**src/rtl/core/npb_pkg.sv**
```systemverilog
package npb_pkg;

    localparam int MAX_POINTS_DEF = 1024;
    localparam int COORD_BITS_DEF = 18;
    localparam int NUM_AXES       = 3;

    localparam int SLOT_W    = 10;
    localparam int VID_W     = 16;
    localparam int THR_W     = 38;
    localparam int CFG_CNT_W = 11;

    localparam int CFG_ADDR_W = 1;
    localparam int CFG_DATA_W = THR_W;

    localparam logic [CFG_ADDR_W-1:0] CFG_THRESHOLD   = 1'b0;
    localparam logic [CFG_ADDR_W-1:0] CFG_POINT_COUNT = 1'b1;

    localparam logic OP_LOAD  = 1'b0;
    localparam logic OP_QUERY = 1'b1;

    // tag that rides along with each point through the cell chain
    typedef struct packed {
        logic valid;
        logic last;
    } t_ctl;

    typedef enum logic [1:0] {
        ST_IDLE,
        ST_SCAN,
        ST_DRAIN
    } t_state;

endpackage

```
**src/rtl/core/npb_best_cell.sv**
```systemverilog
module npb_best_cell import npb_pkg::*; #(
    parameter int AW = 10,
    parameter int DW = 38
) (
    input  logic             i_clk,
    input  logic             i_rst_n,
    input  logic             i_clear,
    input  t_ctl             i_ctl,
    input  logic [AW-1:0]    i_idx,
    input  logic [DW-1:0]    i_dist,
    input  logic [THR_W-1:0] i_thr,
    output logic             o_fin,
    output logic             o_hit,
    output logic [AW-1:0]    o_idx
);

    localparam int MW = (DW > THR_W) ? DW : THR_W;

    logic          r_found;
    logic          r_fin;
    logic [DW-1:0] r_best_d;
    logic [AW-1:0] r_best_i;
    logic          w_better;

    // strict compare keeps the lowest index on a tie
    assign w_better = !r_found || (i_dist < r_best_d);

    always_ff @(posedge i_clk) begin
        if (!i_rst_n) begin
            r_found <= 1'b0;
            r_fin   <= 1'b0;
        end else if (i_clear) begin
            r_found <= 1'b0;
            r_fin   <= 1'b0;
        end else if (i_ctl.valid) begin
            r_found <= 1'b1;
            r_fin   <= i_ctl.last;
        end
    end

    always_ff @(posedge i_clk) begin
        if (i_ctl.valid && w_better) begin
            r_best_d <= i_dist;
            r_best_i <= i_idx;
        end
    end

    assign o_fin = r_fin;
    assign o_hit = r_found && (MW'(r_best_d) < MW'(i_thr));
    assign o_idx = r_best_i;

endmodule

```
**config.mk**
```make
export PLATFORM = sky130hd
export DESIGN_NAME = npb_best_cell
export DESIGN_NICKNAME = d
export VERILOG_FILES = /design/src/rtl/core/npb_pkg.sv /design/src/rtl/core/npb_best_cell.sv
export SDC_FILE = /design/constraint.sdc
export NUM_CORES = 1
export LEC_CHECK = 0
export ABC_CLOCK_PERIOD_IN_PS = 5800
export BUFFER_PORTS_ARGS = -buffer_cell sky130_fd_sc_hd__buf_2
export CAP_MARGIN = 20
export CORE_ASPECT_RATIO = 1.5
export CORE_MARGIN = 2
export CORE_UTILIZATION = 52
export CTS_BUF_LIST = sky130_fd_sc_hd__clkbuf_16
export DETAILED_ROUTE_END_ITERATION = 8
export PLACE_DENSITY = 0.81
export SLEW_MARGIN = 20
export SYNTH_ARGS = -nofsm -noshare
export SYNTH_HDL_FRONTEND = slang
export SYNTH_SLANG_ARGS = --single-unit
```
**constraint.sdc**
```tcl
create_clock -name i_clk -period 5.8 [get_ports i_clk]
set_input_delay 0.29 -clock i_clk [delete_from_list [all_inputs] [get_ports i_clk]]
set_output_delay 0.29 -clock i_clk [all_outputs]
set_load 0.05 [all_outputs]
```
==> metrics.txt <==
Die Area=roughly 7200 um2; reg2reg setup slack=2.85 ns; Hold-fix buffers, CTS=0; routed wire length per instance=13.9 um; post-CTS setup buffers=0; antenna violations before repair=0; Cell Area, Synth=3380 um2; Final setup viols=0; crit-path max FO=30; IO Pins=103; Hold Violations, Final=0; port bufs=a little over 100; cell-internal power=0.661 mW; DIE WIDTH=69.8 um; ANT nets after route=0; final period utilization=0.509; WP data arrival=2.91 ns; share of layout cells above drive strength 1=0.269; vias in the first global route=2732; vias=2627; Worst Hold Class=in -> reg; Antenna Cells=0; clock network fraction of total power=0.314; max-cap violation count=0; gr ovfl total=0; run status=completed; CP startpoint kind=flip-flop; global-route wire length before repair=11600 um; Leak=2.20 nW; die height=103 um; Setup crit end kind=flip-flop; Final Wtd Congestion=roughly 0.90; power per cell area=219 nW/um2; fin area=4150 um2; WS Path Type=reg -> reg; CTS clk-pin slew, worst paths=0.07 ns; DRC=0; maximum clock rate=338 MHz; Worst-Skew Late Latency=0.29 ns; Sw Share=0.271; Slew headroom=0.551; Final Skew=approximately 0.004 ns; # rows=36; NetSw=0.246 mW; total track usage=0.204; Sink Count=50; actual slew at the worst max-slew pin=0.674 ns; dpl hpwl=about 5700 um; syn nets=485; area grow syn2layout=22.8%; Syn Area/Cell=10.5 um2; worst vdd ir=0.000215 V; yosys synthesis warning count=0; min Tclk post-route=slightly below 3 ns; required time of the worst setup path=5.75 ns; register bit total from synthesis=50; Cells after Synth=320; Max H-tree Level=2; Reg power frac=0.477; nets@finish=595; Final Max Slew Viols=0; combinational fraction of design power=0.210; Detailed Routing Iterations Pass 1=4; Final Routed Wirelength=7060 um; CTS tree=yes; cts repair resizes=0; vias per cell=5.18; RSZ-0062 raised after global routing=false; initial drt markers=between 70 and 80; count of cell types in the netlist=30; sequential share of the synthesized area=0.439; Starting Density=0.528; CTS max path bufs=2; largest net degree at the start of global routing=31; Fin Setup TNS=0 ns; total CTS buffers=5; CTS root buf=clkbuf_16; placed cell areas=about 4000 um2; core outline area=between 6000 and 7000 um2
-- state kept, by name (all words and copies together) (netlist names) --
name / count
r_best_d: 38
o_idx: 10
o_fin: 1
r_found: 1
-- power by group through the flow --
stage / sequential (mW) / clock, mW / combinational, mW
6_report: 0.432 / 0.284 / 0.190
5_1_grt: 0.434 / 0.305 / 0.218
4_1_cts: 0.432 / 0.291 / 0.192
3_5_place_dp: 0.440 / 0 / 0.189
3_3_place_gp: 0.439 / 0 / 0.180
2_1_floorplan: 0.455 / 0 / 0.102
-- worst max-delay path, stage by stage, from the launching register on --
cell      delay [ns]
edfxtp_1        0.41
inv_1           0.08
ha_1            0.25
a21oi_2         0.13
o21ai_1         0.08
a221oi_2        0.28
o211ai_1        0.12
a21bo_1         0.23
a31oi_4         0.55
buf_4           0.48
-- kinds of logic after synthesis --
| kind of cell | share of synthesized area |
|---|---|
| AOI/OAI and AO/OA | 0.109 |
| buffers and inverters | 0.0834 |
| DFF | 0.439 |
| adders and majority gates | 0.274 |
| muxes | 0.00297 |
| and+or+nand+nor | 0.0912 |
-- layout make-up --
class                      count  area (um2)
clock buffer                   5         125
clock inverter                 3        16.3
fill                         535        2250
inverter                      75         282
multi-input combinational    195        1630
sequential                    50        1480
tap                           76        95.1
timing repair buffer         103         518
-- routing by layer --
metal / part of all wire / GRT usage
met5: 0 / 0
met4: 0.043 / 0.111
met3: 0.045 / 0.0430
met2: 0.51 / 0.371
met1: 0.41 / 0.224
-- path summary, 6_finish.rpt --
check | from | endpoint | cells after the start
max | r_best_d[29] | r_best_d[7] | 9
min | i_idx[5] | o_idx[5] | 1
max reg2reg | r_best_d[29] | r_best_d[7] | 9
min reg2reg | r_found | r_found | 2
-- synth_stat cells (all sizes together) --
library cell   n  share of area
nand4         11          0.020
ha            74           0.27
nor2          10          0.011
and3           1         0.0019
nand3          9          0.013
o21ai         10          0.015
and4           3         0.0078
a21o           7          0.016
o311ai         1         0.0026
o211a          1         0.0030
dfxtp          2          0.012
edfxtp        48           0.43
nor4           1         0.0019
or2            1         0.0019
a21bo          1         0.0030
a21oi         28          0.045
nand3b         1         0.0022
a221oi         2         0.0070
nor3           2         0.0030
inv           75          0.083
a211oi         5          0.013
mux2i          1         0.0030
o211ai         1         0.0022
nand2b         3         0.0056
a31oi          2         0.0037
nand2         20          0.022
-- metrics by stage --
step | worst slack, ns | hold slack, ns | util | instances | power (mW)
6_report | 2.85 | 0.170 | 0.648 | 507 | 0.907
5_1_grt | 2.67 | 0.160 | 0.648 | 507 | 0.957
4_1_cts | 2.79 | 0.163 | 0.648 | 507 | 0.915
3_5_place_dp | 2.81 | 0.468 | 0.626 | 499 | 0.629
3_3_place_gp | 2.88 | 0.468 | 0.626 | 499 | 0.619
2_1_floorplan | 1.36 | 0.389 | - | 320 | 0.557
-- layout by cell type, fill, tap and decap left out, drive strengths merged, types with 3 or more instances in the layout --
| cell type | count |
|---|---|
| a21oi | 28 |
| o21ai | 10 |
| a21o | 7 |
| clkbuf | 5 |
| and4 | 3 |
| nor2 | 10 |
| inv | 75 |
| a211oi | 5 |
| buf | 103 |
| nand2 | 20 |
| ha | 74 |
| nand4 | 11 |
| nand2b | 3 |
| nand3 | 9 |
| edfxtp | 48 |
Power figures use the tool's default switching activity.
