### config.mk
export PLATFORM = sky130hd
export DESIGN_NAME = npb_axis_cell
export DESIGN_NICKNAME = d
export VERILOG_FILES = /design/src/rtl/core/npb_pkg.sv /design/src/rtl/core/npb_axis_cell.sv
export SDC_FILE = /design/constraint.sdc
export NUM_CORES = 1
export LEC_CHECK = 0
export BUFFER_PORTS_ARGS = -buffer_cell sky130_fd_sc_hd__clkbuf_2
export CAP_MARGIN = 20
export CORE_UTILIZATION = 40
export CTS_BUF_LIST = sky130_fd_sc_hd__clkbuf_4 sky130_fd_sc_hd__clkbuf_8
export CTS_CLUSTER_DIAMETER = 120
export DETAILED_ROUTE_END_ITERATION = 8
export PLACE_DENSITY = 0.58
export REMOVE_ABC_BUFFERS = 1
export SYNTH_ARGS = -nofsm -noshare
export SYNTH_HDL_FRONTEND = slang
export SYNTH_SLANG_ARGS = --single-unit
### constraint.sdc
create_clock -name i_clk -period 10.08 [get_ports i_clk]
set_clock_uncertainty 0.1 [all_clocks]
set_input_delay 3.024 -clock i_clk [delete_from_list [all_inputs] [get_ports i_clk]]
set_output_delay 3.024 -clock i_clk [all_outputs]
set_load 0.01 [all_outputs]
### src/rtl/core/npb_pkg.sv
package npb_pkg;

    localparam int MAX_POINTS_DEF = 1024;
    localparam int COORD_BITS_DEF = 18;
    localparam int NUM_AXES       = 3;

    localparam int SLOT_W    = 10;
    localparam int VID_W     = 16;
    localparam int THR_W     = 38;
    localparam int CFG_CNT_W = 11;

    localparam int CFG_ADDR_W = 1;
    localparam int CFG_DATA_W = THR_W;

    localparam logic [CFG_ADDR_W-1:0] CFG_THRESHOLD   = 1'b0;
    localparam logic [CFG_ADDR_W-1:0] CFG_POINT_COUNT = 1'b1;

    localparam logic OP_LOAD  = 1'b0;
    localparam logic OP_QUERY = 1'b1;

    // tag that rides along with each point through the cell chain
    typedef struct packed {
        logic valid;
        logic last;
    } t_ctl;

    typedef enum logic [1:0] {
        ST_IDLE,
        ST_SCAN,
        ST_DRAIN
    } t_state;

endpackage

### src/rtl/core/npb_axis_cell.sv
module npb_axis_cell import npb_pkg::*; #(
    parameter int COORD_BITS = COORD_BITS_DEF,
    parameter int AXIS       = 0,
    parameter int AW         = 10
) (
    input  logic                               i_clk,
    input  logic                               i_rst_n,
    input  t_ctl                               i_ctl,
    input  logic [AW-1:0]                      i_idx,
    input  logic [NUM_AXES*COORD_BITS-1:0]     i_point,
    input  logic [NUM_AXES*COORD_BITS-1:0]     i_query,
    input  logic [2*COORD_BITS+1:0]            i_sum,
    output t_ctl                               o_ctl,
    output logic [AW-1:0]                      o_idx,
    output logic [NUM_AXES*COORD_BITS-1:0]     o_point,
    output logic [2*COORD_BITS+1:0]            o_sum
);

    localparam int CB = COORD_BITS;
    localparam int PW = NUM_AXES * CB;
    localparam int DW = 2 * CB + 2;

    logic [CB-1:0]        w_p;
    logic [CB-1:0]        w_q;
    logic signed [CB:0]   w_diff;
    logic signed [DW-1:0] w_sq;

    t_ctl                 r_a_ctl;
    logic [AW-1:0]        r_a_idx;
    logic [PW-1:0]        r_a_point;
    logic [DW-1:0]        r_a_sum;
    logic signed [CB:0]   r_a_diff;

    t_ctl                 r_b_ctl;
    logic [AW-1:0]        r_b_idx;
    logic [PW-1:0]        r_b_point;
    logic [DW-1:0]        r_b_sum;

    assign w_p    = i_point[AXIS*CB +: CB];
    assign w_q    = i_query[AXIS*CB +: CB];
    assign w_diff = $signed({w_q[CB-1], w_q}) - $signed({w_p[CB-1], w_p});
    assign w_sq   = r_a_diff * r_a_diff;

    always_ff @(posedge i_clk) begin
        if (!i_rst_n) begin
            r_a_ctl <= '0;
            r_b_ctl <= '0;
        end else begin
            r_a_ctl <= i_ctl;
            r_b_ctl <= r_a_ctl;
        end
    end

    always_ff @(posedge i_clk) begin
        r_a_idx   <= i_idx;
        r_a_point <= i_point;
        r_a_sum   <= i_sum;
        r_a_diff  <= w_diff;
        r_b_idx   <= r_a_idx;
        r_b_point <= r_a_point;
        // square of a difference is never negative
        r_b_sum   <= r_a_sum + DW'($unsigned(w_sq));
    end

    assign o_ctl   = r_b_ctl;
    assign o_idx   = r_b_idx;
    assign o_point = r_b_point;
    assign o_sum   = r_b_sum;

endmodule

==> results by group <==
Global route
  – Busiest grt layer: met2
  – GRT Residual Overflow: 0
  – GRT Overall Usage: 18.7%
  – Vias in the first global route: 13731
  – First-pass GRT wire length: 71400 um
  – M2 GR Usage: 31.6%
  – Largest net degree at the start of global routing: 25
  – Initial antenna violation count: 1
  – Met1 usage: 24.3%
  – GRT met3 Usage: 3.66%

Floorplanning
  – Rows: 80
  – Chip width: 222 um
  – Number of I/O pins: 264
  – Starting density of the core: 40.6%
  – Core Footprint: 47600 sq um
  – Die height: 222 um
  – Die area: 49200 sq um

Route
  – Pre-Repair DR Iteration Count: 5
  – Post-Route WL: 44000 um
  – Total vias in the final route: 12586
  – WL/cell: 16.0 um
  – DRT iter0 DRCs: 587
  – Final ANT Viol Nets: 0
  – Via density: 4.57
  – DRC errors left: 0

Logic synthesis
  – Post-synth ARST share: 0%
  – Ys Warns: 0
  – Post-Syn Area per Cell: 10.4 sq um
  – Post-synth top area cell: fa_1
  – Seq/Total Area, Yosys: 23.5%
  – Yosys cell types: 61
  – Number of synthesized flops with an enable pin: 0
  – Synth area leaders: fa_1 (39%), dfxtp_1 (24%), inv_1 (10%), ha_1 (10%), nand2_1 (2.5%)
  – Register bit total from synthesis: 227
  – Ys flop type: dfxtp_1
  – Synth Cell Area: 19300 sq um
  – Top-area cell type share of the netlist area: 39.1%
  – Synthesized instance count: 1859

CTS
  – Root buf cell: clkbuf_8
  – CTS tree: yes
  – CTS sink count: 227
  – CTS max path bufs: 3
  – Worst-Skew Late Latency: 0.61 ns
  – Post-cts resize count: 0
  – CTS clk-pin slew, worst paths: 0.06 ns
  – # Post-CTS Setup Buffers: 0
  – H-tree Lvls: 2
  – Cts hold-fix bufs: 0
  – CTS buffer count: 39

STA
  – Max frequency: 127 MHz
  – # setup viols final: 0
  – Slew Limit Fails: 0
  – Final min period: 7.90 ns
  – RSZ-0062 raised after global routing: false
  – Final hold violation count: 0
  – Worst Tran Pin Value: 0.913 ns
  – TNS Setup: 0 ns
  – Slew HR: 38.2%
  – Final period util: 78.4%

Setup path
  – Required @ worst endpoint: 10.43 ns
  – WP data arrival: 8.25 ns
  – CP startpoint: r_a_diff[18]
  – Element type at the critical path end: register
  – Critical Setup Path Class: reg -> reg
  – Critical Path Source Type: register
  – RR Startpoint: r_a_diff[18]
  – R2R depth: 20
  – CP max FO: 18
  – FF-to-FF End: o_sum[37]
  – Worst setup path endpoint: o_sum[37]
  – Reg2reg setup slack: 2.18 ns

Layout
  – Multi-input logic area: 12600 sq um
  – Layout area overhead: 14.5%
  – Post-layout util: 46.4%
  – Final net count: 2804
  – Share of cells above drive strength 1: 15.6%
  – Register area: 4540 sq um
  – Filler Cells Inserted: 4573

Run status
  – Status: completed

Placed design
  – Hpwl dp: 36800 um
  – Final RePlAce weighted congestion: 0.891
  – Buffers on Ports: 227

Worst hold path
  – HP Class: reg -> reg

Job
  – Max Cap Viol: 0
registers in the layout, indices dropped and copies added (netlist names):
name and flops:
o_point 54, r_a_point 54, o_sum 38, r_a_sum 38, r_a_diff 19, o_idx 10
r_a_idx 10, o_ctl 2, r_a_ctl 2
cells in the mapped netlist (4+ instances only):
library cell,n
o21a_1,7
or2_2,4
nand2_1,131
o211ai_1,8
nand3_1,12
inv_1,537
o21bai_1,5
and3_1,4
o21ai_0,24
fa_1,377
nand2b_1,6
a21o_1,7
dfxtp_1,227
a31o_2,4
or3_1,7
clkbuf_1,30
nor2b_1,8
nand4_1,4
a21oi_1,42
ha_1,157
and2_1,55
nor3_1,18
xor2_1,19
xnor2_1,53
nor2_1,62
worst min path at each step:
stage / start / to / slack (ns) / depth (start not counted)
global route: r_a_point[8] / o_point[8] / 0.22 / 0
finish: r_a_point[19] / o_point[19] / 0.22 / 0
CTS: r_a_point[19] / o_point[19] / 0.22 / 0
detailed placement: r_a_idx[2] / o_idx[2] / 0.21 / 0
floorplan: r_a_idx[0] / o_idx[0] / 0.21 / 0
global placement: r_a_idx[7] / o_idx[7] / 0.21 / 0
cells by family (layout without fill, tap and decap cells):
family / Yosys count / after routing / synth area share (%)
adder cells (fa/ha/maj): 534 / 534 / 49.2
buffers and inverters: 571 / 848 / 11.1
multiplexers: 4 / 4 / 0.214
XOR/XNOR: 72 / 72 / 3.26
flip-flops: 227 / 227 / 23.5
other: 0 / 1 / 0
AND/OR/NAND/NOR: 322 / 322 / 7.94
AO/OA/AOI/OAI: 129 / 129 / 4.73
worst max-delay path: stages, from the launching register on:
cell and delay [ns]:
dfxtp_1 0.86, nand2_1 0.23, fa_1 0.63, fa_1 1.04
inv_1 0.19, fa_1 0.55, fa_1 0.45, fa_1 0.50
fa_1 0.49, inv_1 0.05, fa_1 0.47, inv_1 0.04
ha_1 0.46, nand4_4 0.18, a2111oi_2 0.33, nor2_1 0.11
nand2_1 0.14, a2111oi_4 0.09, o41ai_4 0.55, mux2i_1 0.23
nand4_1 0.09
layout by cell type, fill, tap and decap left out, types with 18 or more instances in the layout:
master,synthesis,routed
and2_1,55,55
a21oi_1,42,42
clkbuf_2,0,227
xnor2_1,53,53
nor2_1,62,62
xor2_1,19,19
o21ai_0,24,24
ha_1,157,157
dfxtp_1,227,227
inv_1,537,537
clkbuf_8,0,46
nor3_1,18,18
nand2_1,131,131
fa_1,377,377
area by class of cell:
class	instances	share of cell area (%)
Antenna cell	1	0.0113
Sequential cell	227	20.5
Timing Repair Buffer	244	5.71
Tap cell	615	3.48
Inverter	537	9.11
Clock buffer	56	3.20
Clock inverter	11	0.848
Multi-Input combinational cell	1061	57.1
layer usage:
layer | up-vias | part of all wire, %
li1 | 5955 | -
met1 | 6233 | 43
met2 | 328 | 49
met3 | 70 | 6.0
met4 | 0 | 2.5
met5 | - | 0
stage by stage:
stage / worst slack (ns) / std cells / hold WS (ns) / instance area [sq um]
floorplan: 3.09 / 1825 / 0.210 / 19200
global placement: 2.22 / 2684 / 0.210 / 21200
detailed placement: 2.19 / 2684 / 0.212 / 21200
CTS: 2.15 / 2751 / 0.219 / 22100
global route: 1.72 / 2751 / 0.225 / 22100
finish: 2.18 / 2752 / 0.217 / 22100
Power is left out: the tool's default activity adds up to more than one toggle a clock period on the data nets, which glitch-free logic cannot reach.
